### src/sv/ssbs_pkg.sv
// Shared constants, codes and structs of the sorted strike bound search.
`default_nettype none
package ssbs_pkg;

	localparam int MAX_STRIKES = 256;
	localparam int PRICE_BITS  = 24;
	localparam int STRIKE_BITS = 24;
	localparam int FUNC_BITS   = 3;
	localparam int STATUS_BITS = 2;
	localparam int IDX_BITS    = $clog2(MAX_STRIKES);
	localparam int CNT_BITS    = IDX_BITS + 1;

	localparam logic [FUNC_BITS-1:0] FN_INSERT      = 3'd0;
	localparam logic [FUNC_BITS-1:0] FN_ABOVE       = 3'd1;
	localparam logic [FUNC_BITS-1:0] FN_AT_OR_ABOVE = 3'd2;
	localparam logic [FUNC_BITS-1:0] FN_NEAREST     = 3'd3;
	localparam logic [FUNC_BITS-1:0] FN_AT_OR_BELOW = 3'd4;
	localparam logic [FUNC_BITS-1:0] FN_BELOW       = 3'd5;

	localparam logic [STATUS_BITS-1:0] ST_OK        = 2'd0;
	localparam logic [STATUS_BITS-1:0] ST_NOT_FOUND = 2'd1;
	localparam logic [STATUS_BITS-1:0] ST_START     = 2'd2;
	localparam logic [STATUS_BITS-1:0] ST_FULL      = 2'd3;

	typedef struct packed {
		logic                  rd_en;
		logic [IDX_BITS-1:0]   rd_addr;
		logic                  wr_en;
		logic [IDX_BITS-1:0]   wr_addr;
		logic [PRICE_BITS-1:0] wr_data;
	} mem_req_t;

	typedef struct packed {
		logic [PRICE_BITS-1:0] a;
		logic [PRICE_BITS-1:0] b;
	} alu_req_t;

	typedef struct packed {
		logic [PRICE_BITS-1:0] diff;
		logic                  borrow;
		logic                  zero;
	} alu_res_t;

	typedef struct packed {
		logic                   valid;
		logic [PRICE_BITS-1:0]  strike;
		logic [STATUS_BITS-1:0] status;
	} res_t;

endpackage
`default_nettype wire

### src/sv/ssbs_alu.sv
// Shared subtractor: difference, borrow (a < b) and equality.
`default_nettype none
module ssbs_alu (
	input  wire ssbs_pkg::alu_req_t  req,
	output ssbs_pkg::alu_res_t       res
);

	logic [ssbs_pkg::PRICE_BITS:0] diff_ext;

	assign diff_ext   = {1'b0, req.a} - {1'b0, req.b};
	assign res.diff   = diff_ext[ssbs_pkg::PRICE_BITS-1:0];
	assign res.borrow = diff_ext[ssbs_pkg::PRICE_BITS];
	assign res.zero   = (diff_ext[ssbs_pkg::PRICE_BITS-1:0] == '0);

endmodule
`default_nettype wire

### config.mk
export PLATFORM = sky130hd
export DESIGN_NAME = ssbs_alu
export DESIGN_NICKNAME = d
export VERILOG_FILES = /design/src/sv/ssbs_pkg.sv /design/src/sv/ssbs_alu.sv
export SDC_FILE = /design/constraint.sdc
export NUM_CORES = 1
export LEC_CHECK = 0
export BUFFER_PORTS_ARGS = -buffer_cell sky130_fd_sc_hd__buf_2
export CAP_MARGIN = 40
export CELL_PAD_IN_SITES_DETAIL_PLACEMENT = 1
export CELL_PAD_IN_SITES_GLOBAL_PLACEMENT = 2
export CORE_ASPECT_RATIO = 1.5
export CORE_MARGIN = 2
export CORE_UTILIZATION = 26
export DETAILED_ROUTE_END_ITERATION = 7
export GPL_ROUTABILITY_DRIVEN = 0
export PLACE_DENSITY = 0.95
export RECOVER_POWER = 100
export REMOVE_ABC_BUFFERS = 1
export SLEW_MARGIN = 10
export SYNTH_ARGS = -nofsm -noshare
export SYNTH_HDL_FRONTEND = slang
export SYNTH_SLANG_ARGS = --single-unit
### constraint.sdc
create_clock -name vclk -period 6
set_input_delay 0.3 -clock vclk [all_inputs]
set_output_delay 0.3 -clock vclk [all_outputs]
set_load 0.01 [all_outputs]
==> results.toml <==
[status]
run_status = "completed"

[floorplan]
die-height_um = 96.3
placementRows = 33
initial_core_util_pct = 26.9
ioPinCount = 74
die_width_um = 65.5
die_area_um2 = 6300
core_um2 = 5490

[pwr]
swShare_pct = 58.7
cellInternalPower_uw = 94.8
p_per_area_nw_per_um2 = 123
clk_pwr_share_pct = 0
switchingPower_uw = 135
comb_power_share_pct = 100.0
p_leak_uw = 0.000982
power.sequential.fraction_pct = 0
ir_drop_mv = 0.0411

[placement]
place.detailed.hpwl_um = 4450
place.port_buffers = 74
place_inst = 360

[global_route]
grt_util_met2_pct = 34.4
global_route_wire_length_before_repair_um = 7870
grtUsageTotal_pct = 15.4
globalRouteMet3Util_pct = 2.22
top_usage_layer = "met2"
global_route.usage.met1_pct = 14.2
number_of_antenna_violations_at_the_first_check_in_global_routing = 0
number_of_global_route_vias_before_repair = 1911
globalRoute.totalOverflow = 0
grt_start_max_net_pins = 9

[cells_and_area]
final_layout_size_suffix_gt1_share_pct = 20.7
fill_cell_instance_count_of_the_final_layout = 781
multiInputGateArea_um2 = 1320
nFlopsAndLatches = 0
antenna-diode-count = 0
layout.cells.non_filler = 360
areaGrowthSynthToFinish_pct = 26.8
clkbuf_count = 0
final_nets = 365
ff_latch_area_um2 = 0

[setup_path]
start_kind = "primary input"
worstSetupPathDepth = 14
worst_setup_path_endpoint = "res[0]"
timing.critical_path.required_ns = 5.70
crit_path_max_fanout = 5
cp-end-kind = "output port"
slowest_delay_ns = 0.54
setup.worst_path.start = "req[24]"
cp_max_stage_cell = "sky130_fd_sc_hd__or4_1"
crit_family = "simple AND/OR/NAND/NOR gates"
crit_type = "primary input to output port"
timing.critical_path.arrival_ns = 3.83
worst-path-buf-inv = 3
crit_path_cell_trace = "buf_2 > inv_1 > ha_1 > fa_1 > nor2b_4 > o31ai_1 > nand3_1 > a21oi_1 > xnor2_4 > or4_1 > or4_1 > nor4_1 > o2111a_1 > buf_2"

[routing]
postRouteAntennaNets = 0
drt_wirelength_um = 4860
drt_pre_antenna_iters = 4
via_per_inst = 5.09
wire_per_inst_um = 13.5
vias = 1833
drt_iter0_markers = 25
detail_route.drc_violations = 0

[timing]
final_max_slew_viol_count = 0
tightest_slew_ns = 0.782
fin_crit_sh_pct = 68.8
final_period_minus_worst_setup_slack_ns = 4.13
setup_viol_count_final = 0
maxSlewHeadroom_pct = 47.2
fmax_mhz = 242
final_hold_viol_count = 0
rsz0062_at_grt = "false"
setup_total_negative_slack_ns = 0

[yosys]
yosys_warnings = 0
fraction_of_the_mapped_netlist_area_in_compound_gates_pct = 30.6
area_share_of_and_or_nand_nor_cells_after_synthesis_pct = 27.1
synthesis.instances = 219
synth_sequential_area_ratio_pct = 0
adder_and_majority_cell_fraction_of_the_synthesized_area_pct = 21.7
post_synth_xor_area_fraction_pct = 10.8
netlist-cell-type-count = 53
yosys-mux-area-fraction_pct = 0.763
mappedNetlistArea_um2 = 1480
syn-mean-instance-area_um2 = 6.74
main_combinational_cell_family_by_area_after_synthesis = "compound AO/OA/AOI/OAI gates"
synth_top_area_share_pct = 20.4
library_cell_occupying_the_most_area_in_the_post_synthesis_netlist = "sky130_fd_sc_hd__ha_1"
netlist_top_cells_area = "sky130_fd_sc_hd__ha_1, sky130_fd_sc_hd__inv_1, sky130_fd_sc_hd__a21oi_1, sky130_fd_sc_hd__nor2_1, sky130_fd_sc_hd__xnor2_1"

[clocking]
post_cts_buffers = 0
cts.hold.buffers_added = 0
cts-resized-gates = 0

[job]
max_cap_violation_count = 0

[hold_path]
holdCritPathClass = "primary input to output port"
-- metal layers --
metal	vias to the layer above	share of wire, %	routed length (um)
met1	842	35	1710
met2	58	57	2770
met3	4	6.7	326
met5	-	0	0
met4	0	1.3	61
li1	929	-	-
-- metrics by stage --
step	hold WS (ns)	total power [uW]	cell area (um2)	setup WS (ns)	util, %
after floorplan	0.765	158	1460	2.60	-
after global placement	0.967	238	1920	2.28	35.0
after detailed placement	0.981	242	1920	2.21	35.0
after CTS	0.981	244	1920	2.20	35.0
after global routing	0.991	257	1870	1.66	34.1
final	0.968	229	1870	1.87	34.1
-- final cells by class --
type                       instances  area share, %
multi-input combinational        184           70.6
tap                               70           4.68
timing repair buffer              74           18.3
inverter                          32           6.42
-- cell usage after synthesis (all sizes together) (4+ instances only) --
cell type  number
or2             4
and3            4
a211oi          4
nand2          14
xnor2           9
nor3            8
nor2           20
o21a            5
o21ai           6
a21oi          23
nand3           6
ha             24
inv            32
xor2            7
o211ai          4
a21o            4
-- cell usage in the layout (no fill, tap or decap), types with 5 or more instances in the layout --
cell                       netlist  final
sky130_fd_sc_hd__nand3_1         6      6
sky130_fd_sc_hd__nor3_1          8      8
sky130_fd_sc_hd__nor2_1         20     20
sky130_fd_sc_hd__ha_1           24     24
sky130_fd_sc_hd__buf_2           1     52
sky130_fd_sc_hd__xor2_1          7      7
sky130_fd_sc_hd__clkbuf_1        2     22
sky130_fd_sc_hd__xnor2_1         8      8
sky130_fd_sc_hd__nand2_1        14     14
sky130_fd_sc_hd__a21oi_1        22     23
sky130_fd_sc_hd__o21ai_0         4      5
sky130_fd_sc_hd__inv_1          32     32
-- cell families after synthesis --
logic type / after synthesis
AOI/OAI and AO/OA: 66
adders and majority gates: 25
and+or+nand+nor: 76
muxes: 1
xor gates and xnor gates: 16
buffers and inverters: 35
-- worst min path at each step --
stage               cells after the start      to  slack [ns]     from
finish                                  4  res[2]        0.97   req[0]
floorplan                               2  res[2]        0.77   req[0]
global placement                        4  res[2]        0.97   req[0]
detailed placement                      4  res[2]        0.98   req[0]
global route                            4  res[1]        0.99  req[47]
CTS                                     4  res[2]        0.98   req[0]
-- power groups by stage --
stage	combinational (uW)	clock [uW]	sequential, uW
2_1_floorplan	158	0	0
3_3_place_gp	238	0	0
3_5_place_dp	242	0	0
4_1_cts	244	0	0
5_1_grt	257	0	0
6_report	229	0	0
No activity file was read; power rests on OpenSTA's default activity.
