`src/sv/ssbs_pkg.sv`:
```
// Shared constants, codes and structs of the sorted strike bound search.
`default_nettype none
package ssbs_pkg;

	localparam int MAX_STRIKES = 256;
	localparam int PRICE_BITS  = 24;
	localparam int STRIKE_BITS = 24;
	localparam int FUNC_BITS   = 3;
	localparam int STATUS_BITS = 2;
	localparam int IDX_BITS    = $clog2(MAX_STRIKES);
	localparam int CNT_BITS    = IDX_BITS + 1;

	localparam logic [FUNC_BITS-1:0] FN_INSERT      = 3'd0;
	localparam logic [FUNC_BITS-1:0] FN_ABOVE       = 3'd1;
	localparam logic [FUNC_BITS-1:0] FN_AT_OR_ABOVE = 3'd2;
	localparam logic [FUNC_BITS-1:0] FN_NEAREST     = 3'd3;
	localparam logic [FUNC_BITS-1:0] FN_AT_OR_BELOW = 3'd4;
	localparam logic [FUNC_BITS-1:0] FN_BELOW       = 3'd5;

	localparam logic [STATUS_BITS-1:0] ST_OK        = 2'd0;
	localparam logic [STATUS_BITS-1:0] ST_NOT_FOUND = 2'd1;
	localparam logic [STATUS_BITS-1:0] ST_START     = 2'd2;
	localparam logic [STATUS_BITS-1:0] ST_FULL      = 2'd3;

	typedef struct packed {
		logic                  rd_en;
		logic [IDX_BITS-1:0]   rd_addr;
		logic                  wr_en;
		logic [IDX_BITS-1:0]   wr_addr;
		logic [PRICE_BITS-1:0] wr_data;
	} mem_req_t;

	typedef struct packed {
		logic [PRICE_BITS-1:0] a;
		logic [PRICE_BITS-1:0] b;
	} alu_req_t;

	typedef struct packed {
		logic [PRICE_BITS-1:0] diff;
		logic                  borrow;
		logic                  zero;
	} alu_res_t;

	typedef struct packed {
		logic                   valid;
		logic [PRICE_BITS-1:0]  strike;
		logic [STATUS_BITS-1:0] status;
	} res_t;

endpackage
`default_nettype wire

```
`src/sv/ssbs_seq.sv`:
```
// Sequencer: binary search, insert shift and bound selection.
`default_nettype none
module ssbs_seq (
	input  wire logic                              clk,
	input  wire logic                              arst_n,
	input  wire logic                              req_valid,
	output logic                                   req_ready,
	input  wire logic [ssbs_pkg::FUNC_BITS-1:0]    req_func,
	input  wire logic [ssbs_pkg::PRICE_BITS-1:0]   req_price,
	output ssbs_pkg::mem_req_t                     mem,
	input  wire logic [ssbs_pkg::PRICE_BITS-1:0]   rd_data,
	output ssbs_pkg::alu_req_t                     alu_req,
	input  wire ssbs_pkg::alu_res_t                alu_res,
	input  wire logic                              out_free,
	output ssbs_pkg::res_t                         res
);

	typedef enum logic [10:0] {
		S_IDLE  = 11'b000_0000_0001,
		S_SRCH  = 11'b000_0000_0010,
		S_CMP   = 11'b000_0000_0100,
		S_GETK  = 11'b000_0000_1000,
		S_GETL  = 11'b000_0001_0000,
		S_DIST1 = 11'b000_0010_0000,
		S_DIST2 = 11'b000_0100_0000,
		S_SHRD  = 11'b000_1000_0000,
		S_SHWR  = 11'b001_0000_0000,
		S_PUT   = 11'b010_0000_0000,
		S_FIN   = 11'b100_0000_0000
	} state_t;

	state_t state_q, state_d;

	logic [ssbs_pkg::CNT_BITS-1:0]    count_q;
	logic [ssbs_pkg::FUNC_BITS-1:0]   func_q;
	logic [ssbs_pkg::PRICE_BITS-1:0]  price_q;
	logic [ssbs_pkg::CNT_BITS-1:0]    lo_q, hi_q, mid_q, k_q, j_q;
	logic [ssbs_pkg::PRICE_BITS-1:0]  hiv_q, lov_q, d1_q, d2_q;
	logic [ssbs_pkg::PRICE_BITS-1:0]  res_strike_q;
	logic [ssbs_pkg::STATUS_BITS-1:0] res_status_q;

	logic [ssbs_pkg::CNT_BITS-1:0]    mid, km1, jm1;
	logic                             k_in, k_zero, full, go_right;
	logic                             set_res;
	logic [ssbs_pkg::PRICE_BITS-1:0]  res_strike_d;
	logic [ssbs_pkg::STATUS_BITS-1:0] res_status_d;

	assign mid      = lo_q + ((hi_q - lo_q) >> 1);
	assign km1      = k_q - ssbs_pkg::CNT_BITS'(1);
	assign jm1      = j_q - ssbs_pkg::CNT_BITS'(1);
	assign k_in     = (k_q < count_q);
	assign k_zero   = (k_q == '0);
	assign full     = (count_q == ssbs_pkg::CNT_BITS'(ssbs_pkg::MAX_STRIKES));
	// upper-bound search for "above", lower-bound for everything else
	assign go_right = alu_res.borrow || ((func_q == ssbs_pkg::FN_ABOVE) && alu_res.zero);

	assign req_ready  = (state_q == S_IDLE);
	assign res.valid  = (state_q == S_FIN);
	assign res.strike = res_strike_q;
	assign res.status = res_status_q;

	// memory port
	always_comb begin
		mem.rd_en   = 1'b0;
		mem.rd_addr = mid[ssbs_pkg::IDX_BITS-1:0];
		mem.wr_en   = 1'b0;
		mem.wr_addr = j_q[ssbs_pkg::IDX_BITS-1:0];
		mem.wr_data = rd_data;
		case (state_q)
			S_SRCH: begin
				mem.rd_en   = 1'b1;
				mem.rd_addr = (lo_q < hi_q) ? mid[ssbs_pkg::IDX_BITS-1:0]
				                            : lo_q[ssbs_pkg::IDX_BITS-1:0];
			end
			S_GETK: begin
				mem.rd_en   = 1'b1;
				mem.rd_addr = km1[ssbs_pkg::IDX_BITS-1:0];
			end
			S_SHRD: begin
				mem.rd_en   = 1'b1;
				mem.rd_addr = jm1[ssbs_pkg::IDX_BITS-1:0];
			end
			S_SHWR: begin
				mem.wr_en   = 1'b1;
			end
			S_PUT: begin
				mem.wr_en   = 1'b1;
				mem.wr_addr = k_q[ssbs_pkg::IDX_BITS-1:0];
				mem.wr_data = price_q;
			end
			default: begin
				mem.rd_en   = 1'b0;
			end
		endcase
	end

	// subtractor operands
	always_comb begin
		case (state_q)
			S_GETL: begin
				alu_req.a = hiv_q;
				alu_req.b = price_q;
			end
			S_DIST1: begin
				alu_req.a = price_q;
				alu_req.b = lov_q;
			end
			S_DIST2: begin
				alu_req.a = d1_q;
				alu_req.b = d2_q;
			end
			default: begin
				alu_req.a = rd_data;
				alu_req.b = price_q;
			end
		endcase
	end

	// next state and result
	always_comb begin
		state_d      = state_q;
		set_res      = 1'b0;
		res_strike_d = '0;
		res_status_d = ssbs_pkg::ST_OK;
		case (state_q)
			S_IDLE: begin
				if (req_valid) begin
					if (req_func > ssbs_pkg::FN_BELOW) begin
						set_res      = 1'b1;
						res_status_d = ssbs_pkg::ST_NOT_FOUND;
						state_d      = S_FIN;
					end else begin
						state_d = S_SRCH;
					end
				end
			end
			S_SRCH: begin
				state_d = (lo_q < hi_q) ? S_CMP : S_GETK;
			end
			S_CMP: begin
				state_d = S_SRCH;
			end
			S_GETK: begin
				if (!k_in) begin
					set_res = 1'b1;
					state_d = S_FIN;
					if (func_q != ssbs_pkg::FN_INSERT) begin
						res_status_d = ssbs_pkg::ST_NOT_FOUND;
					end else if (full) begin
						res_status_d = ssbs_pkg::ST_FULL;
					end else begin
						set_res = 1'b0;
						state_d = S_PUT;
					end
				end else begin
					case (func_q)
						ssbs_pkg::FN_INSERT: begin
							if (alu_res.zero) begin
								set_res      = 1'b1;
								res_strike_d = price_q;
								state_d      = S_FIN;
							end else if (full) begin
								set_res      = 1'b1;
								res_status_d = ssbs_pkg::ST_FULL;
								state_d      = S_FIN;
							end else begin
								state_d = S_SHRD;
							end
						end
						ssbs_pkg::FN_ABOVE, ssbs_pkg::FN_AT_OR_ABOVE: begin
							set_res      = 1'b1;
							res_strike_d = rd_data;
							state_d      = S_FIN;
						end
						ssbs_pkg::FN_NEAREST: begin
							if (alu_res.zero || k_zero) begin
								set_res      = 1'b1;
								res_strike_d = rd_data;
								state_d      = S_FIN;
							end else begin
								state_d = S_GETL;
							end
						end
						default: begin
							if ((func_q == ssbs_pkg::FN_AT_OR_BELOW) && alu_res.zero) begin
								set_res      = 1'b1;
								res_strike_d = rd_data;
								state_d      = S_FIN;
							end else if (k_zero) begin
								set_res      = 1'b1;
								res_status_d = ssbs_pkg::ST_START;
								state_d      = S_FIN;
							end else begin
								state_d = S_GETL;
							end
						end
					endcase
				end
			end
			S_GETL: begin
				if (func_q == ssbs_pkg::FN_NEAREST) begin
					state_d = S_DIST1;
				end else begin
					set_res      = 1'b1;
					res_strike_d = rd_data;
					state_d      = S_FIN;
				end
			end
			S_DIST1: begin
				state_d = S_DIST2;
			end
			S_DIST2: begin
				// upper wins only when strictly closer
				set_res      = 1'b1;
				res_strike_d = alu_res.borrow ? hiv_q : lov_q;
				state_d      = S_FIN;
			end
			S_SHRD: begin
				state_d = S_SHWR;
			end
			S_SHWR: begin
				state_d = (jm1 > k_q) ? S_SHRD : S_PUT;
			end
			S_PUT: begin
				set_res      = 1'b1;
				res_strike_d = price_q;
				state_d      = S_FIN;
			end
			S_FIN: begin
				if (out_free) begin
					state_d = S_IDLE;
				end
			end
			default: begin
				state_d = S_IDLE;
			end
		endcase
	end

	always_ff @(posedge clk or negedge arst_n) begin
		if (!arst_n) begin
			state_q <= S_IDLE;
			count_q <= '0;
		end else begin
			state_q <= state_d;
			if (state_q == S_PUT) begin
				count_q <= count_q + ssbs_pkg::CNT_BITS'(1);
			end
		end
	end

	always_ff @(posedge clk) begin
		case (state_q)
			S_IDLE: begin
				func_q  <= req_func;
				price_q <= req_price;
				lo_q    <= '0;
				hi_q    <= count_q;
			end
			S_SRCH: begin
				mid_q <= mid;
				k_q   <= lo_q;
			end
			S_CMP: begin
				if (go_right) begin
					lo_q <= mid_q + ssbs_pkg::CNT_BITS'(1);
				end else begin
					hi_q <= mid_q;
				end
			end
			S_GETK: begin
				hiv_q <= rd_data;
				j_q   <= count_q;
			end
			S_GETL: begin
				lov_q <= rd_data;
				d1_q  <= alu_res.diff;
			end
			S_DIST1: begin
				d2_q <= alu_res.diff;
			end
			S_SHWR: begin
				j_q <= jm1;
			end
			default: begin
				j_q <= j_q;
			end
		endcase
		if (set_res) begin
			res_strike_q <= res_strike_d;
			res_status_q <= res_status_d;
		end
	end

`ifndef NO_ASSERTIONS
	a_count_range: assert property (@(posedge clk) disable iff (!arst_n)
		count_q <= ssbs_pkg::CNT_BITS'(ssbs_pkg::MAX_STRIKES))
		else $error("strike count beyond table depth");
	a_search_order: assert property (@(posedge clk) disable iff (!arst_n)
		(state_q == S_SRCH) |-> (lo_q <= hi_q))
		else $error("search bounds crossed");
	a_put_room: assert property (@(posedge clk) disable iff (!arst_n)
		(state_q == S_PUT) |-> !full)
		else $error("insert into full table");
	a_count_hold: assert property (@(posedge clk) disable iff (!arst_n)
		(state_q != S_PUT) |=> $stable(count_q))
		else $error("strike count moved outside insert");
`endif

endmodule
`default_nettype wire

```
`config.mk`:
```
export PLATFORM = sky130hd
export DESIGN_NAME = ssbs_seq
export DESIGN_NICKNAME = d
export VERILOG_FILES = /design/src/sv/ssbs_pkg.sv /design/src/sv/ssbs_seq.sv
export SDC_FILE = /design/constraint.sdc
export NUM_CORES = 1
export LEC_CHECK = 0
export BUFFER_PORTS_ARGS = -buffer_cell sky130_fd_sc_hd__buf_2
export CORE_UTILIZATION = 30
export DETAILED_ROUTE_END_ITERATION = 10
export GPL_TIMING_DRIVEN = 0
export MAX_ROUTING_LAYER = met4
export SYNTH_ARGS = -nofsm -noshare
export SYNTH_HDL_FRONTEND = slang
export SYNTH_SLANG_ARGS = --single-unit
```
`constraint.sdc`:
```
create_clock -name clk -period 9 [get_ports clk]
set_input_delay 0.45 -clock clk [delete_from_list [all_inputs] [get_ports clk]]
set_output_delay 0.45 -clock clk [all_outputs]
set_load 0.005 [all_outputs]
```
==> flow_metrics.env, run 1 <==
export IMPL_power_density_nw_per_um2=304
export IMPL_antenna_left=0
export IMPL_wl_um=38100
export IMPL_hpwl_um=27200
export IMPL_dpl_worst_slack_ps=4830
export IMPL_clk_pin_slew_worst_paths_ps=60
export IMPL_fin_crit_sh_pct=52.8
export IMPL_synthCells=964
export IMPL_post_cts_setup_buffers=0
export IMPL_dieWidth_um=194
export IMPL_grt_pass1_vias=8970
export IMPL_io_pins=199
export IMPL_finalClockSkew_ps=17.7
export IMPL_yosysTopAreaCellShare_pct=52.6
export IMPL_cpPeakStageDelay_ps=580
export IMPL_fp_dieH_um=194
export IMPL_post_route_min_period_ps=4750
export IMPL_synth_most_common_cell="edfxtp_1"
export IMPL_vias_per_cell=5.24
export IMPL_drive_gt1_share_pct=25.0
export IMPL_io_buffers=196
export IMPL_routedWlPerCell_um=22.6
export IMPL_relSlewSlack_pct=13.9
export IMPL_num_rows=70
export IMPL_crit_family="compound AO/OA/AOI/OAI gates"
export IMPL_grt_pass1_wl_um=56300
export IMPL_startpoint_type="flip-flop"
export IMPL_worst_slack_ps=4250
export IMPL_drv_cap=0
export IMPL_vias=8829
export IMPL_hold_class="input pin to flip-flop"
export IMPL_hold_viol=0
export IMPL_place_congestion=0.860
export IMPL_crit_path_end_kind="primary output"
export IMPL_synth_ff_latch_count=214
export IMPL_gr_total_overflow=0
export IMPL_cp_max_fo=5
export IMPL_synth_avg_cell_area_um2=11.5
export IMPL_core_um2=36400
export IMPL_slew_viol_final=0
export IMPL_status="complete, no violations"
export IMPL_fillers=3597
export IMPL_cts_buffers=26
export IMPL_yosysUniqueCellTypes=72
export IMPL_netlist_top_cells_count="edfxtp_1 (194), nand2_1 (184), nor2_1 (58)"
export IMPL_worst_pin_slew_ps=1280
export IMPL_cpMaxStageDelayCell="edfxtp_1"
export IMPL_syn_nets=1087
export IMPL_clock_root_buffer="clkbuf_16"
export IMPL_setup_viol=0
export IMPL_drt_iter0_drc=700
export IMPL_synth_edf_count=194
export IMPL_worstHoldPathCells=1
export IMPL_max_freq_mhz=210
export IMPL_cts_htree_levels=1
export IMPL_area_delta_synth_final_pct=22.9
export IMPL_yosysTopAreaCell="edfxtp_1"
export IMPL_grt_max_degree=58
export IMPL_critPathArrivalTime_ps=4300
export IMPL_crit_chain="inv_1 > ha_1 > nor2b_1 > o31a_1 > o21ai_0 > nand2b_1 > xor2_1 > ha_1 > nand3_1 > o211ai_1 > or4_1 > o311a_1 > xor2_1 > a221o_1 > buf_2"
export IMPL_clock_sinks=214
export IMPL_nets=1319
export IMPL_grt_antenna_before_repair=2
export IMPL_r2r_cells=13
export IMPL_cts_tree="yes"
export IMPL_clock_latency_ps=560
export IMPL_setup_tns_ps=0
export IMPL_cp_num_cells=15
export IMPL_netlist_top_cells_area="edfxtp_1 (53%), nand2_1 (6.2%), ha_1 (4.5%), dfrtp_1 (4.3%), a22oi_1 (3.4%)"
export IMPL_dieArea_um2=37700
export IMPL_peakVddDrop_v=0.000420
export IMPL_worstSetupPathType="flip-flop to primary output"
export IMPL_clockBufferDepth=3
export IMPL_syn_cell_area_um2=11100
export IMPL_drc=0
export IMPL_initial_core_util_pct=30.4
export IMPL_ys_seq_area_share_pct=57.1
export IMPL_required_ps=8550
export IMPL_synthFlopType="edfxtp_1"
export IMPL_rsz0062_at_grt="no"
export IMPL_synth_async_sr_flop_share_pct=9.35
export IMPL_gr_usage_all_layers_pct=20.6
export IMPL_ys_warnings_count=0
export IMPL_drtPass1Iterations=5
export IMPL_p_leak_nw=5.56
export IMPL_crit_buf_inv=2
-- layer usage --
layer	vias up	part of all wire [%]	global-route usage [%]
li1	4067	-	-
met1	4314	42	25.2
met2	383	48	34.3
met3	65	7.5	4.00
met4	0	2.6	5.82
met5	-	0	-
-- registers in the layout (all words and copies together), names as in the netlist, 11 cells and up --
| register | cells |
|---|---|
| d1_q | 24 |
| d2_q | 24 |
| hiv_q | 24 |
| lov_q | 24 |
| price_q | 24 |
| res_strike_q | 24 |
| state_q | 11 |
-- through the flow --
step	power (mW)	cell area (um^2)	hold slack [ps]	utilization (%)	cells
after floorplan	2.48	11100	154	-	964
after global placement	3.06	12600	444	34.7	1628
after detailed placement	3.10	12700	439	35.0	1635
after CTS	4.16	13600	44.1	37.3	1684
after global routing	4.39	13600	56.3	37.3	1686
final	4.14	13600	69.6	37.3	1686
-- final timing paths --
kind / start / to / slack, ps
worst max-delay path: lo_q[1] / mem[40] / 4250
worst min-delay path: req_price[22] / price_q[22] / 70
worst max register to register: lo_q[1] / mid_q[7] / 5510
worst min register to register: lo_q[8] / k_q[8] / 480
max in group asynchronous: arst_n / state_q[0] / 8230
min in group asynchronous: arst_n / state_q[6] / 400
-- cells in the final DEF, fill, tap and decap left out, types with 10 or more instances in the layout --
master	netlist	layout
ha_1	40	40
clkbuf_16	0	27
mux2_2	10	10
nand3_1	13	12
nand4_1	16	16
a222oi_1	11	11
nand2_1	184	184
edfxtp_1	194	194
xor2_1	15	15
buf_2	12	208
a221o_1	32	32
dfrtp_1	19	19
o21ai_0	31	31
a22oi_1	50	50
nor2_1	58	58
xnor2_1	28	28
nor2b_1	10	10
mux2i_1	24	24
clkbuf_1	21	23
a21oi_1	18	18
inv_1	54	53
buf_4	6	11
-- cells by family (layout without fill, tap and decap cells) --
group / Yosys count / count (layout) / share of synthesized area [%]
other cells: 0 / 2 / 0
mux: 34 / 34 / 3.19
buf+inv: 98 / 350 / 3.81
fa+ha+maj: 42 / 42 / 4.88
simple gates: 339 / 339 / 14.1
compound gates: 194 / 194 / 13.4
flops: 214 / 214 / 57.1
xor+xnor: 43 / 43 / 3.40
-- area by class of cell --
class	count	area (um^2)	area share (%)
Antenna cell	2	5.00	0.0368
Clock buffer	32	714	5.25
Sequential cell	214	6330	46.5
Inverter	55	206	1.52
Tap cell	468	586	4.30
Timing Repair Buffer	204	1080	7.91
Multi-Input combinational cell	652	4340	31.9
Buffer	43	219	1.61
Clock inverter	16	130	0.956
-- power breakdown --
group | switching, mW | internal [mW]
logic | 0.908 | 0.705
clock network | 0.449 | 0.598
registers | 0.150 | 1.33
total | 1.51 | 2.63
-- what timing repair did --
item	in CTS	in global routing
hold endpoints to repair	19	0
endpoints found under the setup margin	0	0
hold buffers	1	0
resized for setup	0	0
(Power assumes the default switching activity.)
==> inputs of run 2 (changes only) <==
==> constraint.sdc (replaced) <==
create_clock -name clk -period 4.4 [get_ports clk]
set_input_delay 0.22 -clock clk [delete_from_list [all_inputs] [get_ports clk]]
set_output_delay 0.22 -clock clk [all_outputs]
set_load 0.005 [all_outputs]
==> run 2 against run 1 <==
Against the previous run:
- global-route usage up 0.37 points
- clock-buffer cell count unchanged
- cell count up 4.7%
- utilization up 2.3 points
- first-iteration DRC count up 3.1%
- sequential cell count unchanged
- worst setup slack worse by 4100 ps
- clock skew up 1.3 ps
- sequential power up 100%
- final area up 6.2%
- clock power up 100%
- critical path type unchanged
- critical endpoint unchanged
- largest power group unchanged
==> flow_metrics.env, run 2 (same netlist as run 1, synthesis figures left out) <==
export IMPL_worst_pin_slew_ps=1310
export IMPL_rrSetupSlack_ps=950
export IMPL_grt_pass1_wl_um=57500
export IMPL_grt_pass1_vias=9349
export IMPL_worstHoldPathCells=4
export IMPL_post_route_min_period_ps=4240
export IMPL_gr_usage_all_layers_pct=20.9
export IMPL_relSlewSlack_pct=11.9
export IMPL_drc=0
export IMPL_cts_buffers=26
export IMPL_drive_gt1_share_pct=24.6
export IMPL_instances_no_fill=1766
export IMPL_layout_commonest_cell="buf_2"
export IMPL_hold_class="input pin to flip-flop"
export IMPL_drtPass1Iterations=5
export IMPL_required_ps=4180
export IMPL_fillers=3516
export IMPL_io_buffers=196
export IMPL_vias=9180
export IMPL_dieWidth_um=194
export IMPL_clockBufferDepth=3
export IMPL_reg2reg_to="res_strike_q[14]"
export IMPL_cts_tree="yes"
export IMPL_finalClockSkew_ps=18.9
export IMPL_critPathArrivalTime_ps=4020
export IMPL_gr_total_overflow=0
export IMPL_dp_cells=1635
export IMPL_num_rows=70
export IMPL_wl_um=38900
export IMPL_clock_sinks=214
export IMPL_antenna_left=0
export IMPL_rsz0062_at_grt="yes"
export IMPL_clk_pin_slew_worst_paths_ps=60
export IMPL_startpoint_type="flip-flop"
export IMPL_routedWlPerCell_um=22.0
export IMPL_fin_crit_sh_pct=96.4
export IMPL_grt_antenna_before_repair=0
export IMPL_setup_viol=0
export IMPL_max_freq_mhz=236
export IMPL_whs_endpoint="state_q[10]"
export IMPL_peakVddDrop_v=0.000868
export IMPL_worstSetupPathType="flip-flop to primary output"
export IMPL_cts_htree_levels=1
export IMPL_dieArea_um2=37700
export IMPL_power_mw=8.71
export IMPL_clock_latency_ps=560
export IMPL_area_delta_synth_final_pct=30.5
export IMPL_slew_viol_final=0
export IMPL_crit_path_end_kind="primary output"
export IMPL_nets=1401
export IMPL_vias_per_cell=5.20
export IMPL_place_congestion=0.860
export IMPL_hold_worst_slack_ps=107
export IMPL_hold_viol=0
export IMPL_diodes=0
export IMPL_rr_startpoint="state_q[4]"
export IMPL_fp_dieH_um=194
export IMPL_min_from="out_free"
export IMPL_initial_core_util_pct=30.4
export IMPL_drt_iter0_drc=722
export IMPL_power_density_nw_per_um2=603
export IMPL_hpwl_um=27200
export IMPL_grt_max_degree=58
export IMPL_status="complete, no violations"
export IMPL_final_cell_mix="buf_2 (208), edfxtp_1 (194), nand2_1 (184), dlygate4sd3_1 (76), nor2_1 (57)"
export IMPL_clock_root_buffer="clkbuf_16"
export IMPL_p_leak_nw=5.91
export IMPL_final_util_pct=39.7
export IMPL_cp_max_fo=4
export IMPL_drv_cap=0
export IMPL_core_um2=36400
export IMPL_io_pins=199
export IMPL_r2r_cells=7
## run 2: changes by cell type in the layout (fill, tap and decap cells not counted), moves of 2 or more
cell           previous run  this run
ha_4                      0         2
dlygate4sd3_1             1        76
o21ai_0                  31        29
diode_2                   2         0
buf_4                    11        17
ha_1                     40        38
o21ai_1                   6         8
## run 2: layer usage
metal / track usage, % / up-vias / wire (um) / part of all wire (%)
met2: 35.1 / 421 / 18800 / 48
li1: - / 4233 / - / -
met3: 3.93 / 81 / 3080 / 7.9
met5: - / - / 0 / 0
met1: 25.6 / 4445 / 15900 / 41
met4: 6.26 / 0 / 1180 / 3.0
## run 2: cell type report
type,count,area [um^2],area share (%)
buffer,43,219,1.51
sequential,214,6330,43.8
multi-input combinational,652,4390,30.4
clock buffer,32,714,4.94
timing repair buffer,286,1880,13.0
clock inverter,16,130,0.900
inverter,55,206,1.43
tap,468,586,4.05
## run 2: how the worst max path moves through the flow
| stage | from | slack [ps] | endpoint |
|---|---|---|---|
| finish | lo_q[1] | 160 | mem[40] |
| global route | lo_q[1] | -20 | mem[40] |
| CTS | lo_q[1] | 3 | mem[40] |
| detailed placement | lo_q[1] | 460 | mem[40] |
| global placement | state_q[1] | -2800 | d2_q[23] |
| floorplan | state_q[1] | 390 | d2_q[0] |
## run 2: timing repair
item,in CTS,in global routing
resized for setup,0,12
endpoints found under the setup margin,1,2
cloned,0,0
hold endpoints to repair,143,0
hold buffers,76,0
setup buffers,1,6
pin swaps,0,5
## run 2: through the flow
stage | setup slack [ps] | area (um^2) | setup TNS [ps]
after global placement | -2800 | 12600 | -101210
final | 160 | 14500 | 0
after floorplan | 385 | 11100 | 0
after CTS | 3.05 | 14400 | 0
after detailed placement | 461 | 12700 | 0
after global routing | -18.5 | 14500 | -18.5
## run 2: power breakdown
part / leakage [nW] / internal (mW) / total (mW) / switching, mW
clock: 0.422 / 1.22 / 2.14 / 0.914
sequential: 2.07 / 2.72 / 3.02 / 0.300
combinational: 3.42 / 1.60 / 3.55 / 1.95
total: 5.91 / 5.55 / 8.71 / 3.17
## run 2: critical path, cell delays in order (launching register included)
cell	delay, ps
edfxtp_1	520
buf_6	190
fa_2	400
nor2b_2	120
o21a_1	170
nor2_2	40
xnor2_1	200
ha_1	310
nand3_1	110
o211ai_1	130
or4_1	430
o311a_1	140
xor2_1	170
a221o_1	400
buf_2	150
